==> src/hw/rtl/ooks_pkg.sv <==
`default_nettype none
// ----------------------------------------------------------------------------
// ooks_pkg
// shared constants and types of the ook energy bit slicer
// ----------------------------------------------------------------------------
package ooks_pkg;

  localparam int unsigned SAMPLES_PER_BIT = 32;

  localparam int unsigned SAMPLE_W = 8;
  localparam int unsigned MAG_W    = 16;
  localparam int unsigned ENERGY_W = 16;
  localparam int unsigned MAX_MAG  = 32768;
  localparam int unsigned SUM_W    = $clog2(SAMPLES_PER_BIT * MAX_MAG + 1);
  localparam int unsigned CNT_W    = $clog2(SAMPLES_PER_BIT + 1);
  localparam int unsigned FLOOR_SH = 4;
  localparam int unsigned FLOOR_W  = ENERGY_W + FLOOR_SH;

  localparam int unsigned IN_DATA_W  = 16;
  localparam int unsigned OUT_DATA_W = 40;

  localparam logic [CNT_W-1:0] CNT_LAST = CNT_W'(SAMPLES_PER_BIT - 1);

  typedef struct packed {
    logic                valid;
    logic [ENERGY_W-1:0] avg;
  } ooks_avg_t;

endpackage : ooks_pkg
`default_nettype wire

==> src/hw/rtl/ook_energy_bit_slicer_top.sv <==
`default_nettype none
// ----------------------------------------------------------------------------
// ook_energy_bit_slicer_top
// ook envelope detector: per-bit energy average against an adaptive floor
// ----------------------------------------------------------------------------
// channel   direction  payload
// in_       slave      tdata[7:0] i_sample, tdata[15:8] q_sample
// out_      master     tdata[0] bit_value, [16:1] energy_average, [32:17] floor_level
// cfg_      write      wdata threshold_margin
//
// one sample beat per cycle while no result is stalled; the last sample of a
// bit period passes the sample register, accumulator and result register in turn
// a stalled result holds the whole pipe; in_tready = !out_tvalid || out_tready
// synchronous active-low reset clears sum, counter, floor; margin resets to 512
// ----------------------------------------------------------------------------
module ook_energy_bit_slicer_top import ooks_pkg::*; (
  input  wire logic                  clk,
  input  wire logic                  rst_n,
  input  wire logic                  in_tvalid,
  output logic                       in_tready,
  input  wire logic [IN_DATA_W-1:0]  in_tdata,   // i_sample, q_sample
  output logic                       out_tvalid,
  input  wire logic                  out_tready,
  output logic [OUT_DATA_W-1:0]      out_tdata,  // bit_value, energy_average, floor_level
  input  wire logic                  cfg_we,
  input  wire logic [15:0]           cfg_wdata
);

  logic [15:0]         margin_r;
  logic                en;
  ooks_avg_t           avg;
  logic                bit_value;
  logic [ENERGY_W-1:0] energy_average;
  logic [ENERGY_W-1:0] floor_level;

  assign en        = !out_tvalid || out_tready;
  assign in_tready = en;

  always_ff @(posedge clk) begin
    if (!rst_n) begin
      margin_r <= 16'd512;
    end else if (cfg_we) begin
      margin_r <= cfg_wdata;
    end
  end

  ooks_accum u_accum (
    .clk      (clk),
    .rst_n    (rst_n),
    .en       (en),
    .in_beat  (in_tvalid && in_tready),
    .i_sample (in_tdata[7:0]),
    .q_sample (in_tdata[15:8]),
    .avg_o    (avg)
  );

  ooks_decide u_decide (
    .clk            (clk),
    .rst_n          (rst_n),
    .en             (en),
    .margin         (margin_r),
    .avg_i          (avg),
    .res_valid      (out_tvalid),
    .bit_value      (bit_value),
    .energy_average (energy_average),
    .floor_level    (floor_level)
  );

  assign out_tdata = {7'd0, floor_level, energy_average, bit_value};

endmodule : ook_energy_bit_slicer_top
`default_nettype wire

==> src/hw/rtl/ooks_accum.sv <==
`default_nettype none
// ----------------------------------------------------------------------------
// ooks_accum
// sample register, squared magnitude and per-bit energy accumulator
// ----------------------------------------------------------------------------
module ooks_accum import ooks_pkg::*; (
  input  wire logic                       clk,
  input  wire logic                       rst_n,
  input  wire logic                       en,
  input  wire logic                       in_beat,
  input  wire logic signed [SAMPLE_W-1:0] i_sample,
  input  wire logic signed [SAMPLE_W-1:0] q_sample,
  output ooks_avg_t                       avg_o
);

  logic                       smp_valid_r;
  logic signed [SAMPLE_W-1:0] i_r;
  logic signed [SAMPLE_W-1:0] q_r;
  logic [SUM_W-1:0]           sum_r, sum_nxt;
  logic [CNT_W-1:0]           cnt_r, cnt_nxt;
  logic                       avg_valid_r;
  logic [ENERGY_W-1:0]        avg_val_r;
  ooks_avg_t                  avg_nxt;

  logic signed [MAG_W-1:0] ii;
  logic signed [MAG_W-1:0] qq;
  logic [MAG_W-1:0]        mag2;
  logic [SUM_W-1:0]        sum_add;

  always_comb begin
    ii      = MAG_W'(i_r) * MAG_W'(i_r);
    qq      = MAG_W'(q_r) * MAG_W'(q_r);
    mag2    = MAG_W'(ii) + MAG_W'(qq);
    sum_add = sum_r + SUM_W'(mag2);
    sum_nxt = sum_r;
    cnt_nxt = cnt_r;
    avg_nxt = '{valid: 1'b0, avg: avg_val_r};
    if (smp_valid_r) begin
      if (cnt_r == CNT_LAST) begin
        sum_nxt       = '0;
        cnt_nxt       = '0;
        avg_nxt.valid = 1'b1;
        avg_nxt.avg   = ENERGY_W'(sum_add / SUM_W'(SAMPLES_PER_BIT));
      end else begin
        sum_nxt = sum_add;
        cnt_nxt = cnt_r + CNT_W'(1);
      end
    end
  end

  always_ff @(posedge clk) begin
    if (!rst_n) begin
      smp_valid_r <= 1'b0;
      sum_r       <= '0;
      cnt_r       <= '0;
      avg_valid_r <= 1'b0;
    end else if (en) begin
      smp_valid_r <= in_beat;
      sum_r       <= sum_nxt;
      cnt_r       <= cnt_nxt;
      avg_valid_r <= avg_nxt.valid;
    end
  end

  always_ff @(posedge clk) begin
    if (en) begin
      i_r       <= i_sample;
      q_r       <= q_sample;
      avg_val_r <= avg_nxt.avg;
    end
  end

  assign avg_o = '{valid: avg_valid_r, avg: avg_val_r};

endmodule : ooks_accum
`default_nettype wire

==> src/hw/rtl/ooks_decide.sv <==
`default_nettype none
// ----------------------------------------------------------------------------
// ooks_decide
// noise floor update, threshold compare and result register
// ----------------------------------------------------------------------------
module ooks_decide import ooks_pkg::*; (
  input  wire logic                clk,
  input  wire logic                rst_n,
  input  wire logic                en,
  input  wire logic [15:0]         margin,
  input  wire ooks_avg_t           avg_i,
  output logic                     res_valid,
  output logic                     bit_value,
  output logic [ENERGY_W-1:0]      energy_average,
  output logic [ENERGY_W-1:0]      floor_level
);

  logic [ENERGY_W-1:0] floor_r, floor_nxt;
  logic                valid_r;
  logic                bit_r, bit_nxt;
  logic [ENERGY_W-1:0] avg_out_r;
  logic [FLOOR_W-1:0]  mix;
  logic [ENERGY_W:0]   thr;

  always_comb begin
    mix       = {floor_r, FLOOR_SH'(0)} - FLOOR_W'(floor_r) + FLOOR_W'(avg_i.avg);
    floor_nxt = ENERGY_W'(mix >> FLOOR_SH);
    thr       = {1'b0, floor_nxt} + {1'b0, margin};
    bit_nxt   = ({1'b0, avg_i.avg} > thr);
  end

  always_ff @(posedge clk) begin
    if (!rst_n) begin
      valid_r <= 1'b0;
      floor_r <= '0;
    end else if (en) begin
      valid_r <= avg_i.valid;
      if (avg_i.valid) begin
        floor_r <= floor_nxt;
      end
    end
  end

  always_ff @(posedge clk) begin
    if (en && avg_i.valid) begin
      bit_r     <= bit_nxt;
      avg_out_r <= avg_i.avg;
    end
  end

  assign res_valid      = valid_r;
  assign bit_value      = bit_r;
  assign energy_average = avg_out_r;
  assign floor_level    = floor_r;

endmodule : ooks_decide
`default_nettype wire

==> config.mk <==
export PLATFORM = sky130hd
export DESIGN_NAME = ook_energy_bit_slicer_top
export DESIGN_NICKNAME = d
export VERILOG_FILES = /design/src/hw/rtl/ooks_pkg.sv /design/src/hw/rtl/ook_energy_bit_slicer_top.sv /design/src/hw/rtl/ooks_accum.sv /design/src/hw/rtl/ooks_decide.sv
export SDC_FILE = /design/constraint.sdc
export NUM_CORES = 1
export LEC_CHECK = 0
export ABC_AREA = 0
export BUFFER_PORTS_ARGS = -buffer_cell sky130_fd_sc_hd__buf_2
export CORE_MARGIN = 2
export CORE_UTILIZATION = 50
export CTS_CLUSTER_SIZE = 8
export DETAILED_ROUTE_END_ITERATION = 16
export PLACE_DENSITY = 0.68
export SYNTH_ARGS = -nofsm -noshare
export SYNTH_HDL_FRONTEND = slang
export SYNTH_SLANG_ARGS = --single-unit
==> constraint.sdc <==
create_clock -name clk -period 8.4 [get_ports clk]
set_clock_uncertainty 0.2 [all_clocks]
set_input_delay 1.26 -clock clk [delete_from_list [all_inputs] [get_ports clk]]
set_output_delay 1.26 -clock clk [all_outputs]
set_load 0.1 [all_outputs]
==> results of run 1 <==
per-layer routing:
layer  up-vias  global-route usage  wire [um]
met1      3883              0.2573      10340
met3        17             0.03194        712
met4         0             0.04674        280
met5         -                   0          0
met2       128              0.3824      11900
li1       4026                   -          -
through the flow:
stage | hold slack [ns] | util | setup WS, ns | instances | area, um2
floorplan | 0.2362 | - | 0.9985 | 1204 | 11380
global placement | 0.2456 | 0.5331 | 0.9590 | 1535 | 12000
detailed placement | 0.2604 | 0.5331 | 0.7527 | 1535 | 12000
CTS | 0.2696 | 0.5456 | 0.7168 | 1551 | 12280
global route | 0.3007 | 0.5456 | 0.3101 | 1551 | 12280
finish | 0.2639 | 0.5456 | 0.7728 | 1551 | 12280
flip-flops by register name, indices dropped and copies added, names as in the netlist:
name	flops
u_accum.avg_val_r	16
u_accum.smp_valid_r	1
u_decide.res_valid	1
u_accum.sum_r	21
margin_r	16
u_accum.i_r	8
u_decide.bit_value	1
u_decide.floor_level	16
u_accum.q_r	8
u_decide.energy_average	16
u_accum.avg_valid_r	1
u_accum.cnt_r	6
cell families after synthesis:
family / count (synthesis) / share of synthesized area
and+or+nand+nor: 291 / 0.1240
buffers and inverters: 255 / 0.08690
adders and majority gates: 253 / 0.3633
AOI/OAI and AO/OA: 189 / 0.1083
DFF: 111 / 0.2388
xor gates and xnor gates: 79 / 0.06157
muxes: 19 / 0.01685
other: 1 / 0.0003301
how the worst max path moves through the flow:
stage | start | end | cells after the start
after floorplan | u_accum.q_r[7]$_DFFE_PN_ | u_accum.sum_r[20]$_SDFFE_PN0P_ | 26
after CTS | u_accum.q_r[7]$_DFFE_PN_ | u_accum.sum_r[20]$_SDFFE_PN0P_ | 26
after detailed placement | u_accum.q_r[7]$_DFFE_PN_ | u_accum.sum_r[20]$_SDFFE_PN0P_ | 26
after global routing | u_accum.q_r[7]$_DFFE_PN_ | u_accum.sum_r[20]$_SDFFE_PN0P_ | 26
final | u_accum.q_r[7]$_DFFE_PN_ | u_accum.sum_r[20]$_SDFFE_PN0P_ | 26
after global placement | u_accum.q_r[7]$_DFFE_PN_ | u_accum.sum_r[20]$_SDFFE_PN0P_ | 26
cell type report:
type / count / area [um2] / share of cell area
clock buffer: 11 / 242.7 / 0.01977
clock inverter: 5 / 38.79 / 0.003159
inverter: 223 / 837.1 / 0.06818
multi-input combinational: 838 / 7682 / 0.6257
tap: 285 / 356.6 / 0.02904
sequential: 111 / 2713 / 0.2209
timing repair buffer: 78 / 407.9 / 0.03322
worst reg2reg max path, cell delays in order, from the launching register on:
cell	delay (ns)
edfxtp_1	0.49
clkinv_1	0.28
nor2_1	0.27
inv_1	0.09
fa_1	0.59
inv_1	0.13
fa_1	0.51
fa_1	0.52
fa_1	0.52
fa_1	0.56
inv_1	0.06
fa_1	0.54
inv_1	0.04
ha_1	0.36
nand3_1	0.10
nand2_1	0.05
a41oi_1	0.21
nor2b_1	0.19
xnor2_1	0.08
ha_1	0.38
nand2_1	0.10
a2bb2oi_1	0.17
o21ai_2	0.09
a221o_2	0.23
nand3_2	0.11
or4_1	0.51
a31oi_1	0.18
cell usage after synthesis, types with 9 or more instances:
master	count
xor2_1	27
nand3_1	17
nor2b_1	15
o21a_1	10
edfxtp_1	49
a22oi_1	9
and2_1	25
nor2_1	83
o21ai_0	28
a31oi_1	12
ha_1	125
nand2b_1	11
nand2_1	85
a21oi_1	61
a21o_1	22
dfxtp_1	62
clkbuf_1	23
fa_1	128
xnor2_1	51
mux2i_1	18
inv_1	219
nor3_1	12
==> summary.md, run 1 <==
| Metric | Value |
|---|---|
| Drt first pass iters | 4 |
| Crit-path slowest cell | fa_1 |
| Reg-to-reg critical path startpoint | u_accum.q_r[7]$_DFFE_PN_ |
| EDFF count, synth | 49 |
| Clk slew on worst S/H paths | 0.08 ns |
| TritonCTS buffer count | 9 |
| Top post-synthesis cells by area | fa_1 (23%), ha_1 (14%), edfxtp_1 (13%), dfxtp_1 (11%), inv_1 (7.2%) |
| Ys flop type | dfxtp_1 |
| Wire per inst | 14.97 um |
| Sequential cell area fraction in the yosys report | 0.2388 |
| Share of cells above drive strength 1 | 0.08847 |
| WHS Path Cells | 2 |
| Commonest non-fill, non-tap cell in the layout | inv_1 |
| CP Class | reg -> reg |
| Vias per cell | 5.193 |
| Clk Tree Root Cell | clkbuf_16 |
| Final WL | 23.22 mm |
| Final setup fails | 0 |
| Critical Path Source Type | register |
| Worst hold start | u_accum.sum_r[0]$_SDFFE_PN0P_ |
| Cells on worst reg2reg path | 26 |
| Mean post-synth cell area | 9.482 um2 |
| Clock Sinks | 111 |
| Initial Utilization | 0.5048 |
| Number of instances resized during post-cts repair | 0 |
| Cell Area, Synth | 11360 um2 |
| Distinct cells, synth | 66 |
| Ys async rst share | 0 |
| R2R Setup Slk | 0.77 ns |
| Data arrival, critical path | 7.71 ns |
| First-pass GRT wire length | 39.96 mm |
| Synth Register Bits | 111 |
| Number of diodes | 0 |
| Crit path buf inv count | 5 |
| Setup Buffers After CTS | 0 |
| Hold WC Path Type | reg -> reg |
| Slew @ Worst Pin | 0.8319 ns |
| CP most frequent cell | fa_1 |
| Largest delay share family, worst path | adder cells |
| Worst slew margin | 0.4448 |
| Layout area overhead | 8.084% |
| Final worst path period share | 0.9080 |
| Max-cap violations | 0 |
| Number of antenna violations at the first check in global routing | 0 |
| DRC Markers | 0 |
| Warnings from Yosys | 0 |
| DPL Wire Length | 19.15 mm |
| Final setup TNS | 0 ns |
| Post-cts hold buffer count | 0 |
| Filler cells | 2017 |
| GR Overflow Total | 0 |
| RR Endpoint | u_accum.sum_r[20]$_SDFFE_PN0P_ |
| H-tree depth | 3 |
| Largest net degree at the start of global routing | 52 |
| Crit path required time | 8.48 ns |
| Status | completed |
| Vias in the first global route | 8412 |
| Yosys top cell by area | fa_1 |
| Top-area cell type share of the netlist area | 0.2256 |
| Min Tclk post-route | 7.627 ns |
| Cell row count | 55 |
| Die area | 23940 um2 |
| Sink of the worst hold path | u_accum.sum_r[0]$_SDFFE_PN0P_ |
| Die X | 154.7 um |
| Overall routing resource usage | 0.2078 |
| Crit Path Max Fanout | 8 |
| RSZ-0062 raised after global routing | no |
| CTS tree | built |
| Slowest Stage Delay on Critical Path | 0.59 ns |
| Die height | 154.7 um |
| Final hold violation count | 0 |
| GP Congestion | 0.9291 |
| Commonest cells after routing, fill and taps aside | inv_1 (219), fa_1 (128), ha_1 (125) |
| Max Slew Vio Count | 0 |
| Starting DRT DRC Count | 244 |
| CP endpoint kind | register |
| Vias | 8054 |
| IO Port Bufs | 71 |
| Core Area | 22500 um2 |
| Final #Nets | 1551 |
| Antenna viol nets, final | 0 |
| IO Pins | 79 |
| FMAX | 131.1 MHz |
| Mapped Cells | 1198 |
| Clock Latency Late Sink | 0.36 ns |
| Clock buffer depth | 2 |
Power of run 1 is not shown: default switching activity piles up to over one toggle a cycle in this logic, so the estimate is an artifact.
==> run 2: changes to the inputs <==
Settings changed: REMOVE_ABC_BUFFERS set to 1.
==> summary.md, run 2 (same netlist as run 1, synthesis figures left out) <==
| Metric | Value |
|---|---|
| Status | completed |
| Final #Nets | 1552 (+0.064%) |
| Initial Utilization | 0.5048 (unchanged) |
| DPL Wire Length | 18.87 mm (-1.5%) |
| Clock Sinks | 111 (unchanged) |
| Vias in the first global route | 8526 (+1.4%) |
| Clk slew on worst S/H paths | 0.08 ns (about the same) |
| RSZ-0062 raised after global routing | no |
| DRC Markers | 0 (unchanged) |
| Antenna viol nets, final | 0 (unchanged) |
| Reg with most FFs | u_accum.sum_r |
| Setup Buffers After CTS | 0 (unchanged) |
| Post-cts hold buffer count | 0 (unchanged) |
| Worst slew margin | 0.4166 (-0.02820) |
| Wire per inst | 14.92 um (-0.37%) |
| Max Slew Vio Count | 0 (unchanged) |
| Die area | 23940 um2 (unchanged) |
| Overall routing resource usage | 0.2078 (about the same) |
| Crit Path Max Fanout | 8 (unchanged) |
| Crit path required time | 8.49 ns (about the same) |
| Register area | 2713 um2 (unchanged) |
| Crit-path slowest cell | fa_1 |
| CP endpoint kind | register |
| Number of diodes | 0 (unchanged) |
| Crit path buf inv count | 5 (unchanged) |
| Post-route insts no fill | 1552 (+0.064%) |
| Dpl cells | 1536 (+0.065%) |
| IO Pins | 79 (unchanged) |
| GP Congestion | 0.9067 (-2.4%) |
| Starting DRT DRC Count | 300 (+23%) |
| CTS tree | built |
| Slew @ Worst Pin | 0.8719 ns (+0.04000 ns) |
| Vias per cell | 5.209 (+0.32%) |
| Data arrival, critical path | 7.67 ns (-0.04 ns) |
| Final setup TNS | 0 ns (unchanged) |
| Clk Tree Root Cell | clkbuf_16 |
| Clock Latency Late Sink | 0.36 ns (about the same) |
| Number of instances resized during post-cts repair | 0 (unchanged) |
| Commonest cells after routing, fill and taps aside | inv_1 (219), fa_1 (128), ha_1 (125) |
| Min Tclk post-route | 7.578 ns (-0.04900 ns) |
| Largest net degree at the start of global routing | 52 (unchanged) |
| Commonest non-fill, non-tap cell in the layout | inv_1 |
| Vias | 8085 (+0.38%) |
| Hold WC Path Type | reg -> reg |
| TritonCTS buffer count | 9 (unchanged) |
| H-tree depth | 3 (unchanged) |
| Final setup fails | 0 (unchanged) |
| Critical Path Source Type | register |
| Largest delay share family, worst path | adder cells |
| Layout area overhead | 8.613% |
| Number of antenna violations at the first check in global routing | 0 (unchanged) |
| Filler cells | 2042 (+1.2%) |
| First-pass GRT wire length | 40.03 mm (+0.19%) |
| Die height | 154.7 um (unchanged) |
| FMAX | 132.0 MHz (+0.65%) |
| Share of cells above drive strength 1 | 0.08998 (+0.001509) |
| CP Class | reg -> reg |
| Max-cap violations | 0 (unchanged) |
| Hold_ws | 0.2710 ns (+0.007151 ns) |
| Clock buffer depth | 2 (unchanged) |
| Max FFs per register | 21 (unchanged) |
| Slowest Stage Delay on Critical Path | 0.60 ns (about the same) |
| Die X | 154.7 um (unchanged) |
| Cell row count | 55 (unchanged) |
| Drt first pass iters | 5 (+1) |
| Core Area | 22500 um2 (unchanged) |
| Final WL | 23.15 mm (-0.31%) |
| Final worst path period share | 0.9022 (-0.005833) |
| IO Port Bufs | 71 (unchanged) |
| CP most frequent cell | fa_1 |
| Area of the multi-input gates | 7682 um2 (unchanged) |
| Layout Utilization | 0.5483 (+0.002669) |
| R2R Setup Slk | 0.82 ns (+0.05 ns) |
| GR Overflow Total | 0 (unchanged) |
| Final hold violation count | 0 (unchanged) |
==> run 2: cell count changes in the layout (fill, tap and decap cells not counted) <==
cell / before / now
clkbuf_16: 9 / 11
clkinv_2: 2 / 0
buf_4: 7 / 8
clkbuf_1: 1 / 0
inv_12: 0 / 1
==> run 2: cell type report <==
cell class,instances,area share
multi-input cells,838,0.6227
well taps,285,0.02890
repair buffers,79,0.03367
flip-flops and latches,111,0.2199
clock inverters,4,0.003651
inverters,223,0.06784
clock buffers,12,0.02343
==> run 2: worst paths after layout <==
kind / start / depth (start not counted) / endpoint
worst min register to register: u_accum.sum_r[0]$_SDFFE_PN0P_ / 2 / u_accum.sum_r[0]$_SDFFE_PN0P_
worst min-delay path: u_accum.sum_r[0]$_SDFFE_PN0P_ / 2 / u_accum.sum_r[0]$_SDFFE_PN0P_
worst max-delay path: u_accum.q_r[7]$_DFFE_PN_ / 26 / u_accum.sum_r[20]$_SDFFE_PN0P_
worst max register to register: u_accum.q_r[7]$_DFFE_PN_ / 26 / u_accum.sum_r[20]$_SDFFE_PN0P_
==> run 2: worst reg2reg max path, cell delays in order (launching register included) <==
cell,delay (ns)
edfxtp_1,0.49
clkinv_1,0.30
nor2_1,0.27
inv_1,0.09
fa_1,0.60
inv_1,0.12
fa_1,0.52
fa_1,0.52
fa_1,0.51
fa_1,0.56
inv_1,0.06
fa_1,0.53
inv_1,0.04
ha_1,0.37
nand3_1,0.10
nand2_1,0.05
a41oi_1,0.18
nor2b_1,0.18
xnor2_1,0.08
ha_1,0.37
nand2_1,0.10
a2bb2oi_1,0.17
o21ai_2,0.09
a221o_2,0.23
nand3_2,0.10
or4_1,0.51
a31oi_1,0.16
==> run 2: routing by layer <==
metal / track usage / part of all wire / vias up
li1: - / - / 4031
met1: 0.2594 / 0.46 / 3908
met2: 0.3820 / 0.50 / 129
met3: 0.03390 / 0.029 / 17
met4: 0.03880 / 0.013 / 0
met5: 0 / 0 / -
==> run 2: through the flow <==
step           cell area [um2]  worst slack [ns]
2_1_floorplan            11230            0.9734
3_3_place_gp             12000            0.9871
3_5_place_dp             12000            0.7846
4_1_cts                  12340            0.7609
5_1_grt                  12340            0.2466
6_report                 12340            0.8218
Power of run 2 is left out for the same reason.
==> run 3: changes to the inputs <==
Settings changed: CORE_MARGIN 2 to 1.5, CTS_BUF_LIST set to sky130_fd_sc_hd__clkbuf_2.
==> summary.md, run 3 (same netlist as run 1, synthesis figures left out) <==
| Metric | Value |
|---|---|
| Vias in the first global route | 8319 (-2.4%) |
| Clk Tree Root Cell | clkbuf_2 |
| Overall routing resource usage | 0.2044 (-0.003418) |
| TritonCTS buffer count | 9 (unchanged) |
| CTS tree | built |
| Crit Path Max Fanout | 8 (unchanged) |
| Antenna viol nets, final | 0 (unchanged) |
| Data arrival, critical path | 8.05 ns (+0.38 ns) |
| H-tree depth | 3 (unchanged) |
| Register area | 2713 um2 (unchanged) |
| Starting DRT DRC Count | 256 (-15%) |
| Post-route insts no fill | 1548 (-0.26%) |
| Pre-CTS setup slack | 0.7592 ns (-0.02545 ns) |
| Vias per cell | 5.220 (+0.21%) |
| Share of cells above drive strength 1 | 0.08847 (-0.001509) |
| GP Congestion | 0.9202 (+1.5%) |
| Drt first pass iters | 7 (+2) |
| Hold_ws | 0.2820 ns (+0.01095 ns) |
| Filler cells | 2003 (-1.9%) |
| Commonest non-fill, non-tap cell in the layout | inv_1 |
| Area of the multi-input gates | 7682 um2 (unchanged) |
| DPL Wire Length | 18.91 mm (+0.21%) |
| Die area | 23630 um2 (-1.3%) |
| Clock Latency Late Sink | 0.63 ns (+0.27 ns) |
| Max Slew Vio Count | 0 (unchanged) |
| Final #Nets | 1551 (-0.064%) |
| Max FFs per register | 21 (unchanged) |
| Worst slew margin | 0.5353 (+0.1188) |
| Commonest cells after routing, fill and taps aside | inv_1 (219), fa_1 (128), ha_1 (125) |
| Wire per inst | 14.77 um (-0.97%) |
| Post-cts hold buffer count | 0 (unchanged) |
| Final worst slack | 0.7428 ns (-0.07898 ns) |
| Hold WC Path Type | reg -> reg |
| Reg with most FFs | u_accum.sum_r |
| CP Class | reg -> reg |
| Min Tclk post-route | 7.657 ns (+0.07898 ns) |
| IO Pins | 79 (unchanged) |
| Setup Buffers After CTS | 0 (unchanged) |
| Largest net degree at the start of global routing | 53 (+1.9%) |
| Final WL | 22.87 mm (-1.2%) |
| Critical Path Source Type | register |
| Die X | 153.7 um (-0.65%) |
| Status | completed |
| Die height | 153.7 um (-0.65%) |
| Clk slew on worst S/H paths | 0.33 ns (+0.25 ns) |
| FMAX | 130.6 MHz (-1.0%) |
| Dpl cells | 1530 (-0.39%) |
| Cell row count | 54 (-1.8%) |
| Crit path required time | 8.79 ns (+0.30 ns) |
| RSZ-0062 raised after global routing | no |
| First-pass GRT wire length | 38.89 mm (-2.9%) |
| Number of instances resized during post-cts repair | 0 (unchanged) |
| Final setup TNS | 0 ns (unchanged) |
| Clock buffer depth | 2 (unchanged) |
| Final worst path period share | 0.9116 (+0.009402) |
| Final setup fails | 0 (unchanged) |
| Clock Sinks | 111 (unchanged) |
| Initial Utilization | 0.5157 (+0.01093) |
| Vias | 8081 (-0.049%) |
| Max-cap violations | 0 (unchanged) |
| DRC Markers | 0 (unchanged) |
| Layout area overhead | 6.763% |
| Number of antenna violations at the first check in global routing | 1 (+1) |
| Final hold violation count | 0 (unchanged) |
| GR Overflow Total | 0 (unchanged) |
| IO Port Bufs | 71 (unchanged) |
| Core Area | 22030 um2 (-2.1%) |
| CP endpoint kind | register |
| Slew @ Worst Pin | 0.6960 ns (-0.1759 ns) |
run 3: cell type report:
class                      instances  area share
antenna                            2   0.0004127
clock buffer                       9    0.003714
clock inverter                     7    0.007222
inverter                         223     0.06902
multi-input combinational        838      0.6334
sequential                       111      0.2237
tap                              280     0.02889
timing repair buffer              78     0.03363
run 3: final timing paths:
| kind | start | endpoint | slack [ns] | cells past startpoint |
|---|---|---|---|---|
| max reg2reg | u_accum.q_r[7]$_DFFE_PN_ | u_accum.sum_r[20]$_SDFFE_PN0P_ | 0.74 | 25 |
| min | u_accum.sum_r[0]$_SDFFE_PN0P_ | u_accum.sum_r[0]$_SDFFE_PN0P_ | 0.28 | 2 |
| max | u_accum.q_r[7]$_DFFE_PN_ | u_accum.sum_r[20]$_SDFFE_PN0P_ | 0.74 | 25 |
| min reg2reg | u_accum.sum_r[0]$_SDFFE_PN0P_ | u_accum.sum_r[0]$_SDFFE_PN0P_ | 0.28 | 2 |
run 3: per-layer routing:
| metal | global-route usage | share of wire | wire length [um] | vias up |
|---|---|---|---|---|
| li1 | - | - | - | 4022 |
| met1 | 0.2536 | 0.45 | 10340 | 3902 |
| met2 | 0.3792 | 0.51 | 11560 | 134 |
| met3 | 0.02537 | 0.030 | 684 | 23 |
| met4 | 0.04438 | 0.013 | 288 | 0 |
| met5 | 0 | 0 | 0 | - |
run 3: through the flow:
| stage | cell area, um2 | utilization |
|---|---|---|
| 3_3_place_gp | 11990 | 0.5444 |
| 2_1_floorplan | 11230 | - |
| 5_1_grt | 12130 | 0.5506 |
| 3_5_place_dp | 11990 | 0.5444 |
| 4_1_cts | 12120 | 0.5504 |
| 6_report | 12130 | 0.5506 |
run 3: worst max-delay path, stage by stage (launching register included):
cell and delay (ns):
edfxtp_1 0.55, clkinv_1 0.28, nor2_1 0.28, inv_1 0.09, fa_1 0.60, inv_1 0.13, fa_1 0.51, fa_1 0.51
fa_1 0.51, fa_1 0.54, inv_1 0.06, fa_1 0.53, inv_1 0.04, ha_1 0.36, nand3_1 0.10, nand2_1 0.06
a41oi_1 0.24, nor2b_1 0.20, xnor2_1 0.08, ha_1 0.37, nand4_1 0.18, o21ai_2 0.21, a221o_2 0.23, nand3_2 0.11
or4_1 0.51, a31oi_1 0.16
Power of run 3 is left out for the same reason.
